**config.mk**
```make
export PLATFORM = sky130hd
export DESIGN_NAME = ucfc_frame_store
export DESIGN_NICKNAME = d
export VERILOG_FILES = /design/src/hw/rtl/ucfc_pkg.sv /design/src/hw/rtl/ucfc_frame_store.sv
export SDC_FILE = /design/constraint.sdc
export NUM_CORES = 1
export LEC_CHECK = 0
export BUFFER_PORTS_ARGS = -buffer_cell sky130_fd_sc_hd__buf_2
export CORE_ASPECT_RATIO = 1.2
export CORE_MARGIN = 4
export CORE_UTILIZATION = 50
export DETAILED_ROUTE_END_ITERATION = 10
export PLACE_DENSITY = 0.73
export SYNTH_ARGS = -nofsm -noshare
export SYNTH_HDL_FRONTEND = slang
export SYNTH_SLANG_ARGS = --single-unit
```
**constraint.sdc**
```tcl
create_clock -name clk_i -period 3.05 [get_ports clk_i]
set_input_delay 0.1525 -clock clk_i [delete_from_list [all_inputs] [get_ports clk_i]]
set_output_delay 0.1525 -clock clk_i [all_outputs]
set_load 0.005 [all_outputs]
```
**src/hw/rtl/ucfc_pkg.sv**
```systemverilog
// Shared types and constants for the UART command frame checker.
package ucfc_pkg;

  localparam int unsigned FrameBytes = 9;
  localparam int unsigned ByteW      = 8;
  localparam int unsigned CountW     = 8;
  localparam int unsigned CountIdxW  = $clog2(FrameBytes);

  localparam logic [ByteW-1:0] HeaderReset = 8'h30;
  localparam logic [ByteW-1:0] TailReset   = 8'h36;

  localparam logic [ByteW-1:0] FuncDecimal = 8'hF5;
  localparam logic [ByteW-1:0] FuncE4      = 8'hE4;
  localparam logic [ByteW-1:0] FuncD3      = 8'hD3;
  localparam logic [ByteW-1:0] FuncC2      = 8'hC2;
  localparam logic [ByteW-1:0] FuncB1      = 8'hB1;
  localparam logic [ByteW-1:0] FuncA0      = 8'hA0;

  localparam logic [15:0] DecBias = 16'(48 * 1111);

  localparam logic CfgHeader = 1'b0;
  localparam logic CfgTail   = 1'b1;

  localparam logic ReqByte    = 1'b0;
  localparam logic ReqTimeout = 1'b1;

  typedef enum logic [1:0] {
    ST_OK        = 2'd0,
    ST_BAD_FRAME = 2'd1,
    ST_BAD_SUM   = 2'd2,
    ST_BAD_FUNC  = 2'd3
  } status_e;

  typedef logic [FrameBytes-1:0][ByteW-1:0] frame_t;

  typedef struct packed {
    logic             req_type;
    logic [ByteW-1:0] rx_byte;
  } req_t;

  typedef struct packed {
    status_e           status;
    logic [ByteW-1:0]  function_code;
    logic [ByteW-1:0]  length_byte;
    logic [ByteW-1:0]  data_0;
    logic [ByteW-1:0]  data_1;
    logic [ByteW-1:0]  data_2;
    logic [ByteW-1:0]  data_3;
    logic [15:0]       decimal_value;
    logic [CountW-1:0] burst_length;
  } res_t;

  typedef struct packed {
    logic [ByteW-1:0] header_byte;
    logic [ByteW-1:0] tail_byte;
  } cfg_t;

  typedef struct packed {
    logic store_byte;
    logic close_burst;
  } store_ctrl_t;

endpackage

```
**src/hw/rtl/ucfc_frame_store.sv**
```systemverilog
// Frame byte store and saturating burst byte counter.
module ucfc_frame_store #(
  parameter int unsigned BufferBytes = 128
) (
  input  logic                                clk_i,
  input  logic                                rst_ni,
  input  ucfc_pkg::store_ctrl_t               ctrl_i,
  input  logic [ucfc_pkg::ByteW-1:0]          rx_byte_i,
  output ucfc_pkg::frame_t                    frame_o,
  output logic [ucfc_pkg::CountW-1:0]         count_o
);

  localparam logic [ucfc_pkg::CountW-1:0] CountLimit = ucfc_pkg::CountW'(BufferBytes);
  localparam logic [ucfc_pkg::CountW-1:0] FrameLimit =
    ucfc_pkg::CountW'(ucfc_pkg::FrameBytes);

  ucfc_pkg::frame_t                 frame_q, frame_d;
  logic [ucfc_pkg::CountW-1:0]      count_q, count_d;

  always_comb begin
    frame_d = frame_q;
    count_d = count_q;
    if (ctrl_i.close_burst) begin
      frame_d = '0;
      count_d = '0;
    end else if (ctrl_i.store_byte) begin
      if (count_q < FrameLimit) begin
        frame_d[count_q[ucfc_pkg::CountIdxW-1:0]] = rx_byte_i;
      end
      if (count_q < CountLimit) begin
        count_d = count_q + 1'b1;
      end
    end
  end

  always_ff @(posedge clk_i or negedge rst_ni) begin
    if (!rst_ni) begin
      frame_q <= '0;
      count_q <= '0;
    end else begin
      frame_q <= frame_d;
      count_q <= count_d;
    end
  end

  assign frame_o = frame_q;
  assign count_o = count_q;

`ifndef SYNTHESIS
  assert property (@(posedge clk_i) disable iff (!rst_ni) count_q <= CountLimit)
    else $error("Burst byte count exceeds its limit.");
  assert property (@(posedge clk_i) disable iff (!rst_ni)
    ctrl_i.close_burst |=> (count_q == '0) && (frame_q == '0))
    else $error("Store not cleared after a closed burst.");
  assert property (@(posedge clk_i) disable iff (!rst_ni)
    (ctrl_i.store_byte && !ctrl_i.close_burst && count_q < CountLimit) |=>
    count_q == $past(count_q) + 1'b1)
    else $error("Burst byte count did not advance.");
`endif

endmodule

```
### Word level (Yosys, flattened, before mapping)

Index checks and enable logic that the tools add are counted.

| storage, ports and cells | value |
|---|---|
| register bits after elaboration | 80 |
| latch bits | 0 |
| memory bits (writable) | 0 |
| memory bits (read-only) | 0 |
| input bits | 12 |
| output and inout port bits | 80 |
| word-level logic and storage cells | 30 |
| memories | 0 |

| cells by class | value |
|---|---|
| add/subtract/negate cells | 1 |
| multipliers | 0 |
| divide/modulo/power cells | 0 |
| order comparisons | 4 |
| eq/ne operators | 0 |
| shifts and indexed selects | 0 |
| multiplexer cells | 9 |
| bitwise operators | 0 |
| reduce and logical (&&, ||, !) cells | 6 |

Operators with widths:

| operator | count |
|---|---|
| $mux W72 | 3 |
| $bwmux W72 | 1 |
| $demux W8 S4 | 1 |
| $mux W8 | 4 |
| $add A8 B1 Y8 const B | 1 |
| $lt A8 B4 Y1 const B | 1 |
| $lt A8 B8 Y1 const B | 1 |
| $reduce_bool A2 Y1 | 3 |
| $lt A4 B5 Y1 const B | 1 |
| $ge A4 B1 Y1 const B | 1 |
| $reduce_and A2 Y1 | 2 |
| $logic_and A1 B1 Y1 | 1 |

### Depth between registers and ports, before layout

Gate-level depths: netlist of the first run.

| logic depth | value |
|---|---|
| word-level depth | 8 |
| gate-level depth with buffers | 6 |
| gate-level depth less buffers | 5 |

### Worst setup path after synthesis of the first run

OpenSTA, ideal clock, no wires.

| timing path | value |
|---|---|
| kind | flip-flop to flip-flop |
| start point | register count_q, in the netlist count_o[7] |
| end point | register frame_q, in the netlist frame_o[48] |
| library setup time | 0.135 ns |
| arrival | 1.628 ns |
| data required time | 2.915 ns |
| slack | 1.287 ns |
| stages on the path, launching flop included | 5 |
| path buffers | 1 |
| period minus slack after synthesis | 1.763 ns |
| cells stage by stage | dfrtp_1 > nor4b_4 > or4b_1 > clkbuf_1 > mux2i_1 |

| on the way | value |
|---|---|
| cells in the longest elaborated chain, start to end | 3 |

RTL lines:

| element | line | RTL |
|---|---|---|
| from (decl) | ucfc_frame_store.sv:18 | `logic [ucfc_pkg::CountW-1:0] count_q, count_d;` |
| from (signal assigned) | ucfc_frame_store.sv:42 | `count_q <= count_d;` |
| $lt A8 B4 Y1 | ucfc_frame_store.sv:27 | `if (count_q < FrameLimit) begin` |
| $reduce_bool A2 Y1 (no line) | -- |  |
| $reduce_and A2 Y1 (no line) | -- |  |
| to (signal assigned) | ucfc_frame_store.sv:41 | `frame_q <= frame_d;` |
| to (decl) | ucfc_frame_store.sv:17 | `ucfc_pkg::frame_t frame_q, frame_d;` |

No other way between the ends.
A chain may end at the register's enable or synchronous reset.

### Final worst setup path of the first run

| timing path | value |
|---|---|
| start point | register count_q, in the netlist count_o[7] |
| end point | register frame_q, in the netlist frame_o[35] |

Same word-level chain as after synthesis.

==> impl_metrics.csv, run 1 <==
group,metric,value,unit
routing,routed_via_density,5.15,
worst_setup_path,required,3.30,ns
worst_setup_path,critPathArrivalTime,2.26,ns
routing,final_antenna_net_count,0,
finish,layout-drive-gt1-share,29.2,%
sta,post-route-min-period,2.01,ns
routing,drcViolationCount,0,
finish,multi_input_area,1610,sq um
pwr,p_leak,0.00259,uW
global_routing,grt_pass1_wl,13200,um
run_status,violations,"hold timing",
global_routing,overflow,0,
cts,clock-sinks,80,
yosys,synth_edf_count,0,
die,std_cell_rows,34,
routing,wl_per_cell,17.4,um
pwr,vdd_drop_max,0.230,mV
yosys,synth-seq-cells,80,
routing,dr.pass1.iters,5,
finish,nNetsFinal,403,
cts,cts_tree,"yes",
yosys,yosysSeqAreaShare,53.9,%
sta,period_share,65.8,%
sta,fmax,0.498,GHz
sta,worstMarginPinSlew,0.999,ns
finish,antenna_cells,0,
global_routing,grt_start_max_net_pins,81,
routing,drtIter0Drc,138,
die,die_w,86.7,um
placed_design,port-buffer-count,91,
finish,seqCellArea,2000,sq um
global_routing,gr-usage-all-layers,19.7,%
sta,holdWs,-0.0340,ns
sta,finClkSkew,0.00957,ns
yosys,synth.distinct_cells,25,
routing,wirelength,8350,um
die,ios,92,
sta,fin_tns_setup,0,ns
sta,slew_viol_final,0,
cts,cts-root-buf,"clkbuf_8",
routing,via_count,2477,
cts,clock_path_buffers,2,
yosys,yosys_warnings,0,
die,die_h,102,um
sta,slew_headroom,33.4,%
job,cap_viol_max_count,0,
finish,mostFrequentLayoutCells,"90 x buf_2, 80 x nand2b_1, 80 x dfrtp_1",
run_status,status,"finished, violations left",
yosys,synthFlopType,"dfrtp_1",
sta,setup_viol,0,
cts,numCtsBuffers,9,
cts,holdBufCountCts,0,
die,fp.dieArea,8880,sq um
die,start_util,51.4,%
sta,rsz0062_at_grt,"false",
sta,hold_viol,29,
cts,cts-resized-gates,0,
yosys,synthArstFlopShare,100,%
placed_design,dp_hpwl,5620,um
cts,clk_pin_slew,0.08,ns
worst_setup_path,cp_max_fo,10,
worst_setup_path,critPathLaunchType,"flop",
placed_design,place_congestion,0.737,
cts,cts_max_level,3,
finish,final.fill_count,607,
finish,layout_commonest_cell,"buf_2",
yosys,netlist_area,3720,sq um
yosys,syn_avg_cell_area,12.0,sq um
cts,cts_setup_buffers,0,
yosys,synth_cells,309,
global_routing,grt_pass1_vias,2473,
worst_hold_path,hold_class,"input port to asynchronous set/reset pin",
worst_setup_path,criticalPathCategory,"flop to flop",
die,fp.coreArea,7230,sq um
worst_setup_path,end_kind,"flop",
placed_design,preCtsSetupSlack,1.06,ns
yosys,syn_nets,325,
sta,fin_ws,1.04,ns
cts,clkLatencyLatePin,0.35,ns
global_routing,antenna_found_initial,0,
finish,area_growth,18.1,%
pwr,powerDensity,459,nW/um^2
-- per-stage QoR --
stage	power (uW)	instances	utilization, %	area [sq um]
after floorplan	1210	309	-	3720
after global placement	1290	466	58.1	4200
after detailed placement	1290	466	58.1	4200
after CTS	2030	481	60.7	4390
after global routing	2090	481	60.7	4390
final	2010	481	60.7	4390
-- per-layer routing --
layer | GRT usage, % | wire length, um | vias to the layer above
li1 | - | - | 1181
met1 | 26.5 | 3640 | 1218
met2 | 31.7 | 4130 | 71
met3 | 5.00 | 479 | 7
met4 | 5.76 | 98 | 0
met5 | 0 | 0 | -
-- worst max-delay path, stage by stage (launching register included) --
cell      delay (ns)
dfrtp_1         0.45
nor4b_4         0.55
nand4b_1        0.60
mux2i_1         0.32
-- worst paths after layout --
check / startpoint / endpoint / slack [ns] / depth (start not counted)
max: count_o[7] / frame_o[35] / 1.04 / 3
min: rst_ni / frame_o[11] / -0.03 / 1
max reg2reg: count_o[7] / frame_o[35] / 1.04 / 3
min reg2reg: frame_o[21] / frame_o[21] / 0.54 / 2
max in group asynchronous: rst_ni / frame_o[53] / 2.44 / 1
min in group clk_i: ctrl_i[1] / count_o[2] / 0.21 / 4
-- cells in the mapped netlist, drive strengths merged (3+ instances only) --
cell	n	area, sq um
dfrtp	80	2000
mux2i	73	731
nand4b	5	43.8
ha	4	50.1
clkbuf	23	86.3
mux2	3	33.8
buf	3	11.3
nand2b	80	500
nor2	8	30.0
nand3	4	20.0
nor2b	6	37.5
nand4	3	25.0
nor4b	3	56.3
-- logic make-up after synthesis --
logic type	count (synthesis)	synth area share, %
mux	76	20.6
compound gates	3	0.404
buf+inv	28	2.83
fa+ha+maj	4	1.35
flops	80	53.9
simple gates	116	20.5
xor+xnor	2	0.471
-- where the power goes --
part / leakage, uW / internal (uW) / switching (uW) / total (uW)
Clock: 0.0000948 / 371 / 377 / 748
Sequential: 0.00111 / 1080 / 15.5 / 1100
Combinational: 0.00139 / 68.8 / 99.9 / 169
Total: 0.00259 / 1520 / 493 / 2010
-- registers in the layout (all words and copies together), names as in the netlist --
register / cells
count_o: 8
frame_o: 72
-- cell type report --
cell class                      count  area share (%)
Multi-Input combinational cell    201            36.7
Clock buffer                        9            2.82
Timing Repair Buffer               93            10.8
Tap cell                           90            2.57
Inverter                            2           0.171
Sequential cell                    80            45.6
Clock inverter                      6            1.40
Note: power is estimated with default switching activity, not from simulation.
==> inputs of run 2 (changes only) <==
--- a/config.mk
+++ b/config.mk
@@ -8,7 +8,7 @@
 export BUFFER_PORTS_ARGS = -buffer_cell sky130_fd_sc_hd__buf_2
 export CORE_ASPECT_RATIO = 1.2
 export CORE_MARGIN = 4
-export CORE_UTILIZATION = 50
+export CORE_UTILIZATION = 48
 export DETAILED_ROUTE_END_ITERATION = 10
 export PLACE_DENSITY = 0.73
 export SYNTH_ARGS = -nofsm -noshare
==> constraint.sdc (replaced) <==
create_clock -name clk_i -period 1.7 [get_ports clk_i]
set_input_delay 0.085 -clock clk_i [delete_from_list [all_inputs] [get_ports clk_i]]
set_output_delay 0.085 -clock clk_i [all_outputs]
set_load 0.005 [all_outputs]
==> impl_metrics.csv, run 2 (synthesis results as in run 1) <==
group,metric,value,unit
global_routing,grt_pass1_vias,2767,
finish,layout_commonest_cell,"buf_2",
worst_hold_path,hold-path-endpoint,"count_o[2]",
sta,setup_viol,0,
routing,routed_via_density,5.20,
global_routing,grt_pass1_wl,14200,um
pwr,p_sw_share,25.3,%
cts,clock-sinks,80,
worst_setup_path,critPathLaunchType,"flop",
sta,finClkSkew,0.0137,ns
cts,cts_setup_buffers,0,
placed_design,place_congestion,0.808,
pwr,p_int,2780,uW
finish,mostFrequentLayoutCells,"90 x buf_2, 80 x nand2b_1, 79 x dfrtp_1",
routing,drcViolationCount,0,
global_routing,overflow,0,
pwr,combPwrFrac,9.2,%
cts,numCtsBuffers,9,
worst_setup_path,rr_endpoint,"frame_o[71]",
finish,area_growth,23.3,%
die,start_util,50.2,%
finish,layout-drive-gt1-share,32.7,%
worst_setup_path,criticalPathCategory,"flop to flop",
pwr,vdd_drop_max,0.423,mV
sta,period_share,94.7,%
die,die_h,104,um
worst_setup_path,critPathArrivalTime,1.82,ns
global_routing,antenna_found_initial,0,
pwr,p_leak,0.00269,uW
finish,nNetsFinal,421,
pwr,pwr-share-seq,52.7,%
die,std_cell_rows,34,
sta,slew_headroom,60.2,%
sta,slew_viol_final,0,
placed_design,preCtsSetupSlack,0.0734,ns
job,cap_viol_max_count,0,
die,ios,92,
cts,cts_tree,"yes",
worst_hold_path,hold_class,"input port to flop",
placed_design,port-buffer-count,91,
worst_setup_path,rrSetupSlack,0.09,ns
finish,largest_reg_flops,72,
cts,cts-root-buf,"clkbuf_8",
sta,hold_viol,0,
global_routing,grt_start_max_net_pins,71,
pwr,clock_power_share,38.2,%
finish,fin_cells,500,
cts,clock_path_buffers,2,
sta,fmax,0.621,GHz
cts,clkLatencyLatePin,0.35,ns
run_status,status,"completed",
worst_hold_path,worstHoldStart,"ctrl_i[1]",
cts,clk_pin_slew,0.08,ns
routing,dr.pass1.iters,4,
finish,antenna_cells,0,
sta,worstMarginPinSlew,0.597,ns
die,fp.dieArea,9220,sq um
global_routing,gr-usage-all-layers,19.9,%
sta,holdWs,0.125,ns
routing,wl_per_cell,17.0,um
sta,fin_ws,0.0893,ns
placed_design,dp.cells,483,
placed_design,dp_hpwl,5790,um
routing,via_count,2598,
worst_hold_path,holdPathStages,4,
pwr,powerDensity,812,nW/um^2
sta,rsz0062_at_grt,"true",
worst_setup_path,worstRegToRegCells,4,
worst_setup_path,end_kind,"flop",
worst_setup_path,required,1.91,ns
routing,wirelength,8490,um
worst_setup_path,worstReg2RegStart,"count_o[7]",
worst_setup_path,cp_max_fo,9,
routing,drtIter0Drc,87,
routing,final_antenna_net_count,0,
die,fp.coreArea,7400,sq um
cts,cts_max_level,3,
pwr,p_switching,940,uW
die,die_w,88.3,um
sta,post-route-min-period,1.61,ns
[run 2: what timing repair did]
item / CTS / global route
endpoints found under the hold margin: 45 / 0
endpoints found under the setup margin: 0 / 12
resized for setup: 0 / 4
hold buffers: 1 / 0
[run 2: worst max-delay path, cell delays in order, from the launching register on]
cell     delay, ns
dfrtp_2       0.46
nor4b_4       0.31
buf_6         0.17
nand4_2       0.32
mux2i_1       0.21
[run 2: final cells by class]
type	instances	area, sq um
Timing Repair Buffer	111	643
Sequential cell	80	2000
Clock buffer	9	124
Inverter	2	7.51
Clock inverter	7	78.8
Multi-Input combinational cell	201	1610
Tap cell	90	113
Fill cell	643	2820
[run 2: worst max-delay path by stage]
stage / slack [ns] / to / startpoint / depth (start not counted)
floorplan: -0.04 / frame_o[48] / count_o[6] / 4
global placement: 0.11 / frame_o[66] / count_o[6] / 4
detailed placement: 0.07 / frame_o[53] / count_o[7] / 5
CTS: 0.05 / frame_o[49] / count_o[0] / 5
global route: -0.01 / frame_o[52] / count_o[7] / 5
finish: 0.09 / frame_o[71] / count_o[7] / 4
[run 2: power by group through the flow]
stage	clock (uW)	sequential, uW	combinational, uW
2_1_floorplan	0	2000	173
3_5_place_dp	0	2000	344
6_report	1420	1960	341
4_1_cts	1460	1960	347
5_1_grt	1540	1960	379
3_3_place_gp	0	2000	340
[run 2: stage by stage]
stage	power [uW]	setup TNS [ns]	utilization [%]	instance area, sq um
finish	3720	0	61.9	4580
global route	3890	-0.0118	61.9	4580
CTS	3770	0	61.7	4570
detailed placement	2340	0	58.9	4360
global placement	2340	0	58.9	4360
floorplan	2180	-0.109	-	3720
[run 2: per-layer routing]
metal	wire length (um)	share of wire (%)	global-route usage (%)	up-vias
met5	0	0	0	-
met4	133	1.6	7.56	0
met1	3610	43	26.2	1304
li1	-	-	-	1220
met3	421	5.0	4.75	11
met2	4320	51	31.6	63
==> inputs of run 3 (changes only) <==
--- a/config.mk
+++ b/config.mk
@@ -8,7 +8,7 @@
 export BUFFER_PORTS_ARGS = -buffer_cell sky130_fd_sc_hd__buf_2
 export CORE_ASPECT_RATIO = 1.2
 export CORE_MARGIN = 4
-export CORE_UTILIZATION = 48
+export CORE_UTILIZATION = 50
 export DETAILED_ROUTE_END_ITERATION = 10
 export PLACE_DENSITY = 0.73
 export SYNTH_ARGS = -nofsm -noshare
==> constraint.sdc (replaced) <==
create_clock -name clk_i -period 2.05 [get_ports clk_i]
set_input_delay 0.1025 -clock clk_i [delete_from_list [all_inputs] [get_ports clk_i]]
set_output_delay 0.1025 -clock clk_i [all_outputs]
set_load 0.005 [all_outputs]
==> impl_metrics.csv, run 3 (synthesis results as in run 1) <==
group,metric,value,unit
routing,drcViolationCount,0,
worst_setup_path,required,2.25,ns
sta,fin_tns_setup,0,ns
worst_setup_path,cp_max_fo,7,
finish,nNetsFinal,414,
finish,layout-drive-gt1-share,30.4,%
run_status,status,"completed",
cts,cts-resized-gates,0,
worst_setup_path,critPathBufInv,1,
worst_setup_path,critPathArrivalTime,1.95,ns
global_routing,grt_start_max_net_pins,63,
sta,slew_headroom,63.1,%
global_routing,overflow,0,
placed_design,dp.cells,476,
worst_setup_path,path_delay_family,"simple AND/OR/NAND/NOR gates",
worst_setup_path,cpPeakStageDelay,0.63,ns
die,ios,92,
die,fp.coreArea,7230,sq um
pwr,clock_power_share,36.9,%
placed_design,dp_hpwl,6020,um
sta,setup_viol,0,
worst_setup_path,worstReg2RegStart,"count_o[0]",
cts,cts-root-buf,"clkbuf_8",
sta,fmax,0.570,GHz
global_routing,gr-usage-all-layers,20.5,%
sta,worstMarginPinSlew,0.553,ns
job,cap_viol_max_count,0,
finish,final_area,4490,sq um
worst_hold_path,worstHoldStart,"ctrl_i[1]",
global_routing,grt_pass1_wl,13800,um
cts,cts_setup_buffers,0,
pwr,p_int,2310,uW
routing,via_count,2539,
pwr,pwr-share-seq,54.1,%
finish,area_growth,20.7,%
placed_design,placed_cell_area,4290,sq um
die,die_h,102,um
worst_setup_path,worstSetupStartpoint,"count_o[0]",
finish,layout_commonest_cell,"buf_2",
worst_setup_path,end_kind,"flop",
worst_setup_path,criticalPathCategory,"flop to flop",
routing,routed_via_density,5.17,
cts,holdBufCountCts,1,
pwr,p_switching,706,uW
cts,clock-sinks,80,
pwr,power,3010,uW
placed_design,port-buffer-count,91,
finish,antenna_cells,0,
cts,clkLatencyLatePin,0.34,ns
routing,final_antenna_net_count,0,
die,std_cell_rows,34,
sta,rsz0062_at_grt,"false",
finish,largest_reg_flops,72,
routing,dr.pass1.iters,4,
sta,finClkSkew,0.00820,ns
sta,hold_viol,0,
global_routing,grt_pass1_vias,2582,
cts,cts_tree,"yes",
finish,mostFrequentLayoutCells,"90 x buf_2, 80 x nand2b_1, 80 x dfrtp_1",
pwr,p_sw_share,23.4,%
worst_setup_path,crit_slowest_cell,"or4b_1",
die,fp.dieArea,8880,sq um
worst_setup_path,crit_chain,"inv_1 > ha_1 > nand2_1 > or4b_1 > mux2i_1",
pwr,vdd_drop_max,0.345,mV
cts,cts_max_level,3,
worst_setup_path,critPathLaunchType,"flop",
cts,numCtsBuffers,9,
die,die_w,86.7,um
pwr,combPwrFrac,8.9,%
routing,wirelength,8650,um
worst_hold_path,hold_class,"input port to flop",
die,start_util,51.4,%
placed_design,place_congestion,0.755,
cts,clk_pin_slew,0.08,ns
routing,wl_per_cell,17.6,um
pwr,p_leak,0.00265,uW
cts,clock_path_buffers,2,
finish,final.fill_count,613,
pwr,powerDensity,671,nW/um^2
sta,post-route-min-period,1.75,ns
global_routing,antenna_found_initial,0,
routing,drtIter0Drc,122,
sta,period_share,85.6,%
sta,slew_viol_final,0,
finish,fin_cells,491,
run 3: final timing paths:
check                                   end  slack (ns)  cells past startpoint
worst min-delay path             count_o[2]        0.16                      4
worst min register to register  frame_o[10]        0.54                      2
worst max-delay path            frame_o[48]        0.30                      5
max in group asynchronous        frame_o[7]        1.28                      3
worst max register to register  frame_o[48]        0.30                      5
min in group asynchronous       frame_o[11]        0.18                      2
run 3: per-layer routing:
layer	GRT usage [%]	part of all wire [%]
met1	27.8	45
met4	7.79	1.7
met2	32.4	49
met5	0	0
met3	4.35	4.5
run 3: per-stage QoR:
step | setup WS [ns] | utilization (%) | hold slack, ns
2_1_floorplan | 0.287 | - | -0.193
3_3_place_gp | 0.371 | 59.3 | -0.00622
3_5_place_dp | 0.307 | 59.3 | -0.00380
4_1_cts | 0.294 | 62.0 | 0.148
5_1_grt | 0.193 | 62.0 | 0.167
6_report | 0.296 | 62.0 | 0.157
run 3: area by class of cell:
cell class,instances,area (sq um),share of cell area (%)
Clock inverter,3,43.8,0.976
Timing Repair Buffer,104,571,12.7
Sequential cell,80,2000,44.6
Tap cell,90,113,2.51
Inverter,2,7.51,0.167
Multi-Input combinational cell,201,1610,35.9
Clock buffer,11,141,3.15
run 3: power groups by stage:
stage               Sequential (uW)  Clock (uW)  Combinational (uW)
floorplan                      1660           0                 143
global route                   1630        1200                 297
global placement               1660           0                 267
detailed placement             1660           0                 272
finish                         1630        1110                 269
CTS                            1630        1150                 275
run 3: tightest hold or removal path, cell delays in order:
cell and delay [ns]:
buf_2 0.13, nand3b_1 0.09, xor2_1 0.06, nor2_1 0.08
